**config.mk**
```make
export PLATFORM = sky130hd
export DESIGN_NAME = utf8_to_utf16_decoder_unit
export DESIGN_NICKNAME = d
export VERILOG_FILES = /design/src/design/u2u_pkg.sv /design/src/design/utf8_to_utf16_decoder_unit.sv /design/src/design/u2u_front.sv /design/src/design/u2u_queue.sv /design/src/design/u2u_back.sv
export SDC_FILE = /design/constraint.sdc
export NUM_CORES = 1
export LEC_CHECK = 0
export ABC_AREA = 1
export BUFFER_PORTS_ARGS = -buffer_cell sky130_fd_sc_hd__clkbuf_2
export CELL_PAD_IN_SITES_DETAIL_PLACEMENT = 2
export CELL_PAD_IN_SITES_GLOBAL_PLACEMENT = 2
export CORE_ASPECT_RATIO = 1.4
export CORE_MARGIN = 2
export CORE_UTILIZATION = 45
export DETAILED_ROUTE_END_ITERATION = 6
export PLACE_DENSITY = 0.91
export SLEW_MARGIN = 30
export SYNTH_ARGS = -nofsm -noshare
export SYNTH_HDL_FRONTEND = slang
export SYNTH_SLANG_ARGS = --single-unit
```
**constraint.sdc**
```tcl
create_clock -name clk -period 10 [get_ports clk]
set_input_delay 1.5 -clock clk [delete_from_list [all_inputs] [get_ports clk]]
set_output_delay 1.5 -clock clk [all_outputs]
set_load 0.01 [all_outputs]
```
**src/design/u2u_pkg.sv**
```systemverilog
`timescale 1ns / 1ps
// ----------------------------------------------------------------------------
// UTF-8 to UTF-16 decoder package
// Word types, the job passed from the front end to the back end, and the
// constants of the decoder.
// ----------------------------------------------------------------------------
package u2u_pkg;

    typedef struct packed {
        logic [7:0] byte_in;
        logic       end_of_string;
    } in_word_t;

    typedef struct packed {
        logic [15:0] code_unit;
        logic        last_of_run;
        logic        string_done;
    } out_word_t;

    // One decoded byte: one or two code units and the end-of-string mark.
    typedef struct packed {
        logic [15:0] unit0;
        logic [15:0] unit1;
        logic        two_units;
        logic        done;
    } job_t;

    localparam int QUEUE_DEPTH = 4;
    localparam int QUEUE_PTR_W = $clog2(QUEUE_DEPTH);
    localparam int QUEUE_CNT_W = $clog2(QUEUE_DEPTH + 1);

    localparam logic [15:0] REPL_CHAR   = 16'hFFFD;
    localparam logic [15:0] HIGH_OFFSET = 16'hD7C0;
    localparam logic [5:0]  LOW_PREFIX  = 6'b110111;
    localparam logic [7:0]  CONT_LOW    = 8'h80;
    localparam logic [7:0]  CONT_HIGH   = 8'hBF;
    localparam logic [7:0]  E0_LOW      = 8'hA0;
    localparam logic [7:0]  ED_HIGH     = 8'h9F;
    localparam logic [7:0]  F0_LOW      = 8'h90;
    localparam logic [7:0]  F4_HIGH     = 8'h8F;

endpackage

```
**src/design/utf8_to_utf16_decoder_unit.sv**
```systemverilog
`timescale 1ns / 1ps
// ----------------------------------------------------------------------------
// UTF-8 to UTF-16 decoder
// Takes one byte per cycle while the job queue is not full; each byte's
// code units pass through the job queue and then the output register to
// the result ports. A byte that yields a surrogate pair or a replacement
// plus a unit fills the output register once per code unit; a four-entry
// job queue absorbs these bursts. Reset clears the sequence state and
// empties the queue and the output register.
module utf8_to_utf16_decoder_unit (
    input  logic               clk,
    input  logic               rst_n,
    input  logic               push,
    output logic               full,
    input  u2u_pkg::in_word_t  item,
    output logic               empty,
    input  logic               pop,
    output u2u_pkg::out_word_t result
);
    import u2u_pkg::*;

    job_t front_job;
    job_t head_job;
    logic front_valid;
    logic q_full;
    logic q_empty;
    logic q_pop;

    assign full = q_full;

    u2u_front u_front (
        .clk       (clk),
        .rst_n     (rst_n),
        .accept    (push && !q_full),
        .item      (item),
        .job_valid (front_valid),
        .job       (front_job)
    );

    u2u_queue u_queue (
        .clk     (clk),
        .rst_n   (rst_n),
        .wr_en   (front_valid),
        .wr_job  (front_job),
        .rd_en   (q_pop),
        .rd_job  (head_job),
        .q_full  (q_full),
        .q_empty (q_empty)
    );

    u2u_back u_back (
        .clk      (clk),
        .rst_n    (rst_n),
        .head_job (head_job),
        .q_empty  (q_empty),
        .q_pop    (q_pop),
        .pop      (pop),
        .empty    (empty),
        .result   (result)
    );

endmodule

```
**src/design/u2u_front.sv**
```systemverilog
`timescale 1ns / 1ps
// ----------------------------------------------------------------------------
// UTF-8 to UTF-16 decoder front end
// Classifies each byte against the pending sequence, keeps the sequence
// state and turns every byte that yields code units into one job.
// ----------------------------------------------------------------------------
module u2u_front (
    input  logic             clk,
    input  logic             rst_n,
    input  logic             accept,
    input  u2u_pkg::in_word_t item,
    output logic             job_valid,
    output u2u_pkg::job_t    job
);
    import u2u_pkg::*;

    logic [20:0] partial_reg, partial_next;
    logic [1:0]  need_reg, need_next;
    logic [1:0]  seen_reg, seen_next;
    logic [7:0]  low_reg, low_next;
    logic [7:0]  high_reg, high_next;

    always_comb
    begin
        logic [7:0]  b;
        logic [1:0]  n;
        logic [15:0] u0;
        logic [15:0] u1;
        logic        lead;
        logic        lead_emit;
        logic [15:0] lead_unit;
        logic [1:0]  lead_need;
        logic [1:0]  seen_inc;
        logic [20:0] cp;

        b         = item.byte_in;
        n         = 2'd0;
        u0        = REPL_CHAR;
        u1        = REPL_CHAR;
        lead      = 1'b0;
        lead_emit = 1'b0;
        lead_unit = REPL_CHAR;
        lead_need = 2'd0;
        seen_inc  = seen_reg + 2'd1;
        cp        = {partial_reg[14:0], b[5:0]};

        partial_next = partial_reg;
        need_next    = need_reg;
        seen_next    = seen_reg;
        low_next     = low_reg;
        high_next    = high_reg;

        if (need_reg == 2'd0)
        begin
            lead = 1'b1;
        end
        else if (b < low_reg || b > high_reg)
        begin
            u0 = REPL_CHAR;
            n  = 2'd1;
            partial_next = '0;
            need_next    = 2'd0;
            seen_next    = 2'd0;
            low_next     = CONT_LOW;
            high_next    = CONT_HIGH;
            lead = 1'b1;
        end
        else
        begin
            low_next     = CONT_LOW;
            high_next    = CONT_HIGH;
            partial_next = cp;
            seen_next    = seen_inc;
            if (seen_inc == need_reg)
            begin
                if (cp[20:16] == 5'd0)
                begin
                    u0 = cp[15:0];
                    n  = 2'd1;
                end
                else
                begin
                    u0 = 16'({5'd0, cp[20:10]}) + HIGH_OFFSET;
                    u1 = {LOW_PREFIX, cp[9:0]};
                    n  = 2'd2;
                end
                partial_next = '0;
                need_next    = 2'd0;
                seen_next    = 2'd0;
            end
        end

        if (lead)
        begin
            if (b[7] == 1'b0)
            begin
                lead_emit = 1'b1;
                lead_unit = {8'd0, b};
            end
            else if (b[6] == 1'b0)
            begin
                lead_emit = 1'b1;
            end
            else if (b >= 8'hC2 && b <= 8'hDF)
            begin
                lead_need = 2'd1;
            end
            else if (b >= 8'hE0 && b <= 8'hEF)
            begin
                lead_need = 2'd2;
            end
            else if (b >= 8'hF0 && b <= 8'hF4)
            begin
                lead_need = 2'd3;
            end
            else
            begin
                lead_emit = 1'b1;
            end

            if (lead_emit)
            begin
                if (n == 2'd0)
                begin
                    u0 = lead_unit;
                end
                else
                begin
                    u1 = lead_unit;
                end
                n = n + 2'd1;
            end
            else
            begin
                need_next = lead_need;
                seen_next = 2'd0;
                low_next  = CONT_LOW;
                high_next = CONT_HIGH;
                unique case (lead_need)
                    2'd1:    partial_next = {16'd0, b[4:0]};
                    2'd2:    partial_next = {17'd0, b[3:0]};
                    default: partial_next = {18'd0, b[2:0]};
                endcase
                if (b == 8'hE0)
                begin
                    low_next = E0_LOW;
                end
                else if (b == 8'hED)
                begin
                    high_next = ED_HIGH;
                end
                else if (b == 8'hF0)
                begin
                    low_next = F0_LOW;
                end
                else if (b == 8'hF4)
                begin
                    high_next = F4_HIGH;
                end
            end
        end

        if (item.end_of_string)
        begin
            if (need_next != 2'd0)
            begin
                if (n == 2'd0)
                begin
                    u0 = REPL_CHAR;
                end
                else
                begin
                    u1 = REPL_CHAR;
                end
                n = n + 2'd1;
            end
            partial_next = '0;
            need_next    = 2'd0;
            seen_next    = 2'd0;
            low_next     = CONT_LOW;
            high_next    = CONT_HIGH;
        end

        job_valid     = accept && (n != 2'd0);
        job.unit0     = u0;
        job.unit1     = u1;
        job.two_units = (n == 2'd2);
        job.done      = item.end_of_string;
    end

    always_ff @(posedge clk or negedge rst_n)
    begin
        if (!rst_n)
        begin
            partial_reg <= '0;
            need_reg    <= 2'd0;
            seen_reg    <= 2'd0;
            low_reg     <= CONT_LOW;
            high_reg    <= CONT_HIGH;
        end
        else if (accept)
        begin
            partial_reg <= partial_next;
            need_reg    <= need_next;
            seen_reg    <= seen_next;
            low_reg     <= low_next;
            high_reg    <= high_next;
        end
    end

endmodule

```
**src/design/u2u_queue.sv**
```systemverilog
`timescale 1ns / 1ps
// ----------------------------------------------------------------------------
// UTF-8 to UTF-16 decoder job queue
// A short first-in first-out queue of jobs between the front and back ends.
// ----------------------------------------------------------------------------
module u2u_queue (
    input  logic          clk,
    input  logic          rst_n,
    input  logic          wr_en,
    input  u2u_pkg::job_t wr_job,
    input  logic          rd_en,
    output u2u_pkg::job_t rd_job,
    output logic          q_full,
    output logic          q_empty
);
    import u2u_pkg::*;

    job_t                   entry_reg [QUEUE_DEPTH];
    logic [QUEUE_PTR_W-1:0] wr_ptr_reg, wr_ptr_next;
    logic [QUEUE_PTR_W-1:0] rd_ptr_reg, rd_ptr_next;
    logic [QUEUE_CNT_W-1:0] count_reg, count_next;
    logic                   do_wr;
    logic                   do_rd;

    assign q_full  = (count_reg == QUEUE_CNT_W'(QUEUE_DEPTH));
    assign q_empty = (count_reg == '0);
    assign do_wr   = wr_en && !q_full;
    assign do_rd   = rd_en && !q_empty;
    assign rd_job  = entry_reg[rd_ptr_reg];

    always_comb
    begin
        wr_ptr_next = do_wr ? wr_ptr_reg + 1'b1 : wr_ptr_reg;
        rd_ptr_next = do_rd ? rd_ptr_reg + 1'b1 : rd_ptr_reg;
        count_next  = count_reg;
        if (do_wr && !do_rd)
        begin
            count_next = count_reg + 1'b1;
        end
        else if (do_rd && !do_wr)
        begin
            count_next = count_reg - 1'b1;
        end
    end

    always_ff @(posedge clk)
    begin
        if (do_wr)
        begin
            entry_reg[wr_ptr_reg] <= wr_job;
        end
    end

    always_ff @(posedge clk or negedge rst_n)
    begin
        if (!rst_n)
        begin
            wr_ptr_reg <= '0;
            rd_ptr_reg <= '0;
            count_reg  <= '0;
        end
        else
        begin
            wr_ptr_reg <= wr_ptr_next;
            rd_ptr_reg <= rd_ptr_next;
            count_reg  <= count_next;
        end
    end

endmodule

```
**src/design/u2u_back.sv**
```systemverilog
`timescale 1ns / 1ps
// ----------------------------------------------------------------------------
// UTF-8 to UTF-16 decoder back end
// Splits each job into its code units and holds the oldest one in the
// output register until it is popped.
// ----------------------------------------------------------------------------
module u2u_back (
    input  logic               clk,
    input  logic               rst_n,
    input  u2u_pkg::job_t      head_job,
    input  logic               q_empty,
    output logic               q_pop,
    input  logic               pop,
    output logic               empty,
    output u2u_pkg::out_word_t result
);
    import u2u_pkg::*;

    out_word_t out_reg, out_next;
    logic      valid_reg, valid_next;
    logic      sel_reg, sel_next;
    logic      load;

    assign empty  = !valid_reg;
    assign result = out_reg;
    assign load   = (!valid_reg || pop) && !q_empty;

    always_comb
    begin
        out_next   = out_reg;
        valid_next = valid_reg;
        sel_next   = sel_reg;
        q_pop      = 1'b0;
        if (load)
        begin
            valid_next = 1'b1;
            if (!sel_reg && head_job.two_units)
            begin
                out_next.code_unit   = head_job.unit0;
                out_next.last_of_run = 1'b0;
                out_next.string_done = 1'b0;
                sel_next             = 1'b1;
            end
            else
            begin
                out_next.code_unit   = sel_reg ? head_job.unit1 : head_job.unit0;
                out_next.last_of_run = 1'b1;
                out_next.string_done = head_job.done;
                sel_next             = 1'b0;
                q_pop                = 1'b1;
            end
        end
        else if (pop)
        begin
            valid_next = 1'b0;
        end
    end

    always_ff @(posedge clk)
    begin
        out_reg <= out_next;
    end

    always_ff @(posedge clk or negedge rst_n)
    begin
        if (!rst_n)
        begin
            valid_reg <= 1'b0;
            sel_reg   <= 1'b0;
        end
        else
        begin
            valid_reg <= valid_next;
            sel_reg   <= sel_next;
        end
    end

endmodule
```
==> impl_metrics.ini, run 1 <==
[timing]
clock.fmax_mhz = 164
slew_violations = 0
holdWs_ns = 0.503
fin_tns_setup_ns = 0
tightest_slew_ns = 0.777
slew_headroom_pct = 47.8
finalSetupViolations = 0
skew_ns = 0.0168
layout_setup_ws_ns = 3.91
hold_violations = 0
finalCritPeriodShare_pct = 60.9
rsz0062_at_grt = false
layout_min_cycle_time_ns = 6.09

[die]
ios = 33
core-area_um2 = 18100
initial_core_util_pct = 46.1
die_w_um = 119
dieArea_um2 = 19600
fp.dieH_um = 165
num_rows = 58

[logic_synthesis]
yosys.area.top_type = edfxtp_1
synth_top_area_share_pct = 49.7
ys_seq_elements = 182
synth.net_count = 802
synth-edff-count = 138
synth_ff_type = edfxtp_1
syn_area_per_cell_um2 = 10.9
ys_warn_count = 0
ys_types = 46
synthArstFlopShare_pct = 24.2
syn_inst = 763
synth.area.top_cells = edfxtp_1 50%, dfrtp_1 11%, nor2_1 5.2%
yosysSeqAreaShare_pct = 63.1
synth_area_um2 = 8330

[layout]
final_nets = 834
most-common-layout-cells = 138 x edfxtp_1, 115 x nor2_1, 91 x nand2_1, 78 x o21ai_0, 70 x inv_1
final_common_cell = edfxtp_1
stdcell_count = 1048
largest_reg_flops = 120
diodes = 0
fin_util_pct = 52.1
area_growth_pct = 13.0
drive_above_1_share_pct = 15.8
final_area_um2 = 9420
fillers = 1768

[worst_setup_path]
cp_slowest_cell = ha_1
startpoint_type = input pin
cp_common_cell = nand2_1
cpPeakStageDelay_ns = 0.45
critPathMaxFanout = 17
end_kind = register
timing_worst_setup_path_type = input pin to register
worstPathRequired_ns = 10.32
arrival_ns = 6.40
r2r_setup_slack_ns = 4.58

[routing]
drt.antenna.violating_nets = 0
drc = 0
drtIter0Drc = 615
wirelength_mm = 29.9
vias = 6419
wl_per_cell_um = 28.6
vias_per_cell = 6.13
firstDrtPassIters = 5

[power_and_ir_drop]
power_leakage_nw = 3.66
total_power_mw = 2.75
power_density_nw_per_um2 = 292
ir_worst_vdd_mv = 0.131

[place]
place_ws_ns = 4.03
dp.cells = 1016
hpwlAfterDp_mm = 18.2
gp_congestion = 0.864
placed_cell_area_um2 = 8760
numPortBuffers = 32

[clocking]
cts_buffers = 17
post_cts_buffers = 0
insertion_delay_ns = 0.44
ctsResizeCount = 0
ctsLongestPathBuffers = 2
root_buffer = clkbuf_16
cts_sinks = 182
hold_buffers = 0
cts_tree = built
cts-htree-levels = 4
path_clk_slew_ns = 0.08

[global_route]
grt_max_degree = 63
antenna_found_initial = 0
grt_pass1_wl_mm = 45.3
overflow = 0
grt_pass1_vias = 7087
grtUsageTotal_pct = 31.8

[run]
maxCapViolCount = 0

[run_status]
status = finished clean

[worst_hold_path]
hp-class = register to register
[synth_stat cells, types with 2 or more instances]
library cell and count:
inv_1 70, nor2_4 4, nor2_1 116, nor2_2 5, inv_2 7, ha_1 25, clkbuf_1 24, buf_2 3
xor2_1 5, dfstp_2 8, or2_2 2, nor3_1 5, nand2_2 12, nand3_1 16, buf_1 2, nand2_8 2
nand4_2 2, o22ai_1 28, a21oi_1 26, a32oi_1 2, o21a_1 2, nand2_1 91, o21ai_0 78, nand2_4 4
a31oi_1 11, edfxtp_1 138, nand3_4 2, o41ai_1 2, dfrtp_1 36, a22oi_1 15, a221o_1 5
[kinds of logic (layout without fill, tap and decap cells)]
family,count (synthesis),in the layout,synth area share [%]
adders and majority gates,26,26,3.99
buffers and inverters,107,152,4.92
and+or+nand+nor,266,266,15.0
xor gates and xnor gates,6,6,0.631
muxes,1,1,0.135
AOI/OAI and AO/OA,175,175,12.3
DFF,182,182,63.1
[power breakdown]
| part | switching (mW) | leakage, nW | internal (mW) |
|---|---|---|---|
| Clock | 0.320 | 0.316 | 0.449 |
| Combinational | 0.643 | 1.58 | 0.234 |
| Sequential | 0.0920 | 1.77 | 1.01 |
| Total | 1.05 | 3.66 | 1.69 |
[final cells by class]
cell class	instances	area (um^2)	area share [%]
sequential	182	5260	55.8
clock buffer	19	433	4.60
tap	240	300	3.19
inverter	78	298	3.16
multi-input combinational	474	2680	28.4
clock inverter	13	218	2.31
timing repair buffer	42	235	2.50
[critical path, delay by kind of cell]
family	cells	cell delay, ns
AOI/OAI and AO/OA	2	0.37
xor gates and xnor gates	1	0.17
adders and majority gates	5	1.64
buffers and inverters	6	0.73
and+or+nand+nor	15	1.96
[worst paths after layout]
check                      depth (start not counted)              endpoint                start
max in group asynchronous                          2        u_back.sel_reg                rst_n
min in group asynchronous                          2    u_front.low_reg[2]                rst_n
setup / recovery                                  29  u_queue.count_reg[2]              item[2]
hold / removal                                     2    u_front.low_reg[7]   u_front.low_reg[7]
hold reg to reg                                    2    u_front.low_reg[7]   u_front.low_reg[7]
setup reg to reg                                  29  u_queue.count_reg[2]  u_front.high_reg[3]
[metal layers]
metal	up-vias	GRT usage [%]	wire, um
met5	-	0	0
met4	0	14.6	1300
met3	81	4.49	1290
met2	280	57.9	16100
met1	3333	37.2	11300
li1	2725	-	-
Note: power is estimated with default switching activity, not from simulation.
==> run 2: changes to the inputs <==
--- a/config.mk
+++ b/config.mk
@@ -11,9 +11,9 @@
 export CELL_PAD_IN_SITES_GLOBAL_PLACEMENT = 2
 export CORE_ASPECT_RATIO = 1.4
 export CORE_MARGIN = 2
-export CORE_UTILIZATION = 45
+export CORE_UTILIZATION = 38
 export DETAILED_ROUTE_END_ITERATION = 6
-export PLACE_DENSITY = 0.91
+export PLACE_DENSITY = 0.82
 export SLEW_MARGIN = 30
 export SYNTH_ARGS = -nofsm -noshare
 export SYNTH_HDL_FRONTEND = slang
==> constraint.sdc (replaced) <==
create_clock -name clk -period 5.31 [get_ports clk]
set_input_delay 0.7965 -clock clk [delete_from_list [all_inputs] [get_ports clk]]
set_output_delay 0.7965 -clock clk [all_outputs]
set_load 0.01 [all_outputs]
==> run 2 against run 1 <==
Wire length shrank 19%. Combinational power is 72% higher. Register-to-register slack worse by 3.9 ns. Non-clock buffer count grew 3. Clock-buffer cell count shrank 1. Final cell count is 5.7% higher. Sequential cell count is the same. First-iteration DRC count down 33%. Via count decreased by 6.6%. Critical path type is now register to register. Largest power group unchanged.
==> impl_metrics.ini, run 2 (synthesized netlist as in run 1, its figures left out) <==
[power_and_ir_drop]
pwr-share-seq_pct = 41.5
power_leakage_nw = 3.66
ir_worst_vdd_mv = 0.230
p_sw_share_pct = 36.3
p_switching_mw = 1.77
power_density_nw_per_um2 = 513
pwr-share-clk_pct = 27.4
p_comb_share_pct = 31.1
cell_internal_pwr_mw = 3.09

[layout]
final_nets = 837
drive_above_1_share_pct = 16.2
area_growth_pct = 13.6
largest_reg_flops = 120
most-common-layout-cells = 138 x edfxtp_1, 116 x nor2_1, 91 x nand2_1, 78 x o21ai_0, 70 x inv_1
fin_util_pct = 43.6
final_common_cell = edfxtp_1
diodes = 0

[global_route]
antenna_found_initial = 0
grtUsageTotal_pct = 22.2
overflow = 0
grt_pass1_wl_mm = 38.4
grt_max_degree = 62
grt_pass1_vias = 6779

[timing]
finalSetupViolations = 0
fin_tns_setup_ns = 0
skew_ns = 0.00978
slew_violations = 0
slew_headroom_pct = 52.7
tightest_slew_ns = 0.703
holdWs_ns = 0.444
rsz0062_at_grt = false
layout_min_cycle_time_ns = 4.60
finalCritPeriodShare_pct = 86.5
clock.fmax_mhz = 218
hold_violations = 0

[routing]
drc = 0
firstDrtPassIters = 4
vias_per_cell = 5.41
drt.antenna.violating_nets = 0
drtIter0Drc = 412
vias = 5996
wl_per_cell_um = 21.8
wirelength_mm = 24.2

[die]
ios = 33
core-area_um2 = 21700
fp.dieH_um = 179
num_rows = 64
dieArea_um2 = 23200
die_w_um = 129
initial_core_util_pct = 38.4

[clocking]
post_cts_buffers = 0
path_clk_slew_ns = 0.07
cts_buffers = 17
ctsResizeCount = 0
root_buffer = clkbuf_16
insertion_delay_ns = 0.44
cts_tree = built
hold_buffers = 0
cts_sinks = 182
ctsLongestPathBuffers = 2
cts-htree-levels = 4

[worst_setup_path]
end_kind = register
critPathMaxFanout = 17
startpoint_type = register
arrival_ns = 4.91
timing_worst_setup_path_type = register to register
worstPathRequired_ns = 5.62

[place]
gp_congestion = 0.888
hpwlAfterDp_mm = 16.7
numPortBuffers = 32

[worst_hold_path]
hp-class = input pin to asynchronous set/reset pin

[run]
maxCapViolCount = 0

[run_status]
status = finished clean
[run 2: changes by cell type in the layout (fill, tap and decap cells not counted), sizes merged]
| cell | change |
|---|---|
| buf | +3 |
| bufinv | -2 |
| clkbuf | -1 |
| clkinv | -3 |
| clkinvlp | +2 |
| inv | +4 |
[run 2: final cells by class]
cell class,instances,area (um^2)
well taps,297,372
repair buffers,45,258
clock buffers,18,429
inverters,78,298
fillers,2252,12200
clock inverters,14,186
multi-input cells,474,2670
flip-flops and latches,182,5260
[run 2: per-stage QoR]
step | power, mW | std cells | area, um^2 | worst slack [ns]
detailed placement | 3.58 | 1076 | 8850 | 0.383
CTS | 4.92 | 1108 | 9470 | 0.712
finish | 4.86 | 1108 | 9470 | 0.715
global placement | 3.43 | 1076 | 8850 | 0.660
floorplan | 2.98 | 763 | 8330 | 0.948
global route | 5.14 | 1108 | 9470 | 0.366
[run 2: final timing paths]
check | startpoint | to | slack (ns) | depth (start not counted)
worst max-delay path | u_front.high_reg[7] | u_queue.count_reg[2] | 0.71 | 26
worst min register to register | u_front.high_reg[2] | u_front.high_reg[2] | 0.47 | 2
worst max register to register | u_front.high_reg[7] | u_queue.count_reg[2] | 0.71 | 26
max in group asynchronous | rst_n | u_front.partial_reg[12] | 4.40 | 2
worst min-delay path | rst_n | u_queue.rd_ptr_reg[1] | 0.44 | 2
min in group clk | u_front.high_reg[2] | u_front.high_reg[2] | 0.47 | 2
[run 2: critical path, cell delays in order (launching register included)]
cell and delay, ns:
dfstp_2 0.52, inv_1 0.06, ha_1 0.30, nand2_1 0.08, nor2_1 0.19, nand4_1 0.11
nand2_1 0.21, nand3_4 0.25, inv_2 0.21, nand2_1 0.11, ha_1 0.30, nand3_1 0.09
nand2_1 0.18, inv_1 0.07, ha_1 0.27, inv_1 0.06, nor2_4 0.13, nor2_4 0.06
nand2_4 0.10, nand2_8 0.08, inv_1 0.08, ha_1 0.13, inv_1 0.07, fa_1 0.38
a21oi_1 0.14, o21ai_0 0.11, xor2_1 0.15
[run 2: power by group through the flow]
stage | clock network (mW) | registers [mW] | logic (mW)
6_report | 1.33 | 2.02 | 1.51
5_1_grt | 1.41 | 2.05 | 1.69
4_1_cts | 1.36 | 2.02 | 1.54
2_1_floorplan | 0 | 2.04 | 0.941
3_5_place_dp | 0 | 2.05 | 1.53
3_3_place_gp | 0 | 2.02 | 1.41
[run 2: layer usage]
metal | track usage (%) | part of all wire (%) | up-vias
met5 | 0 | 0 | -
met4 | 9.24 | 3.1 | 0
met3 | 4.21 | 2.7 | 48
met2 | 40.7 | 55 | 114
met1 | 25.1 | 39 | 3108
li1 | - | - | 2726
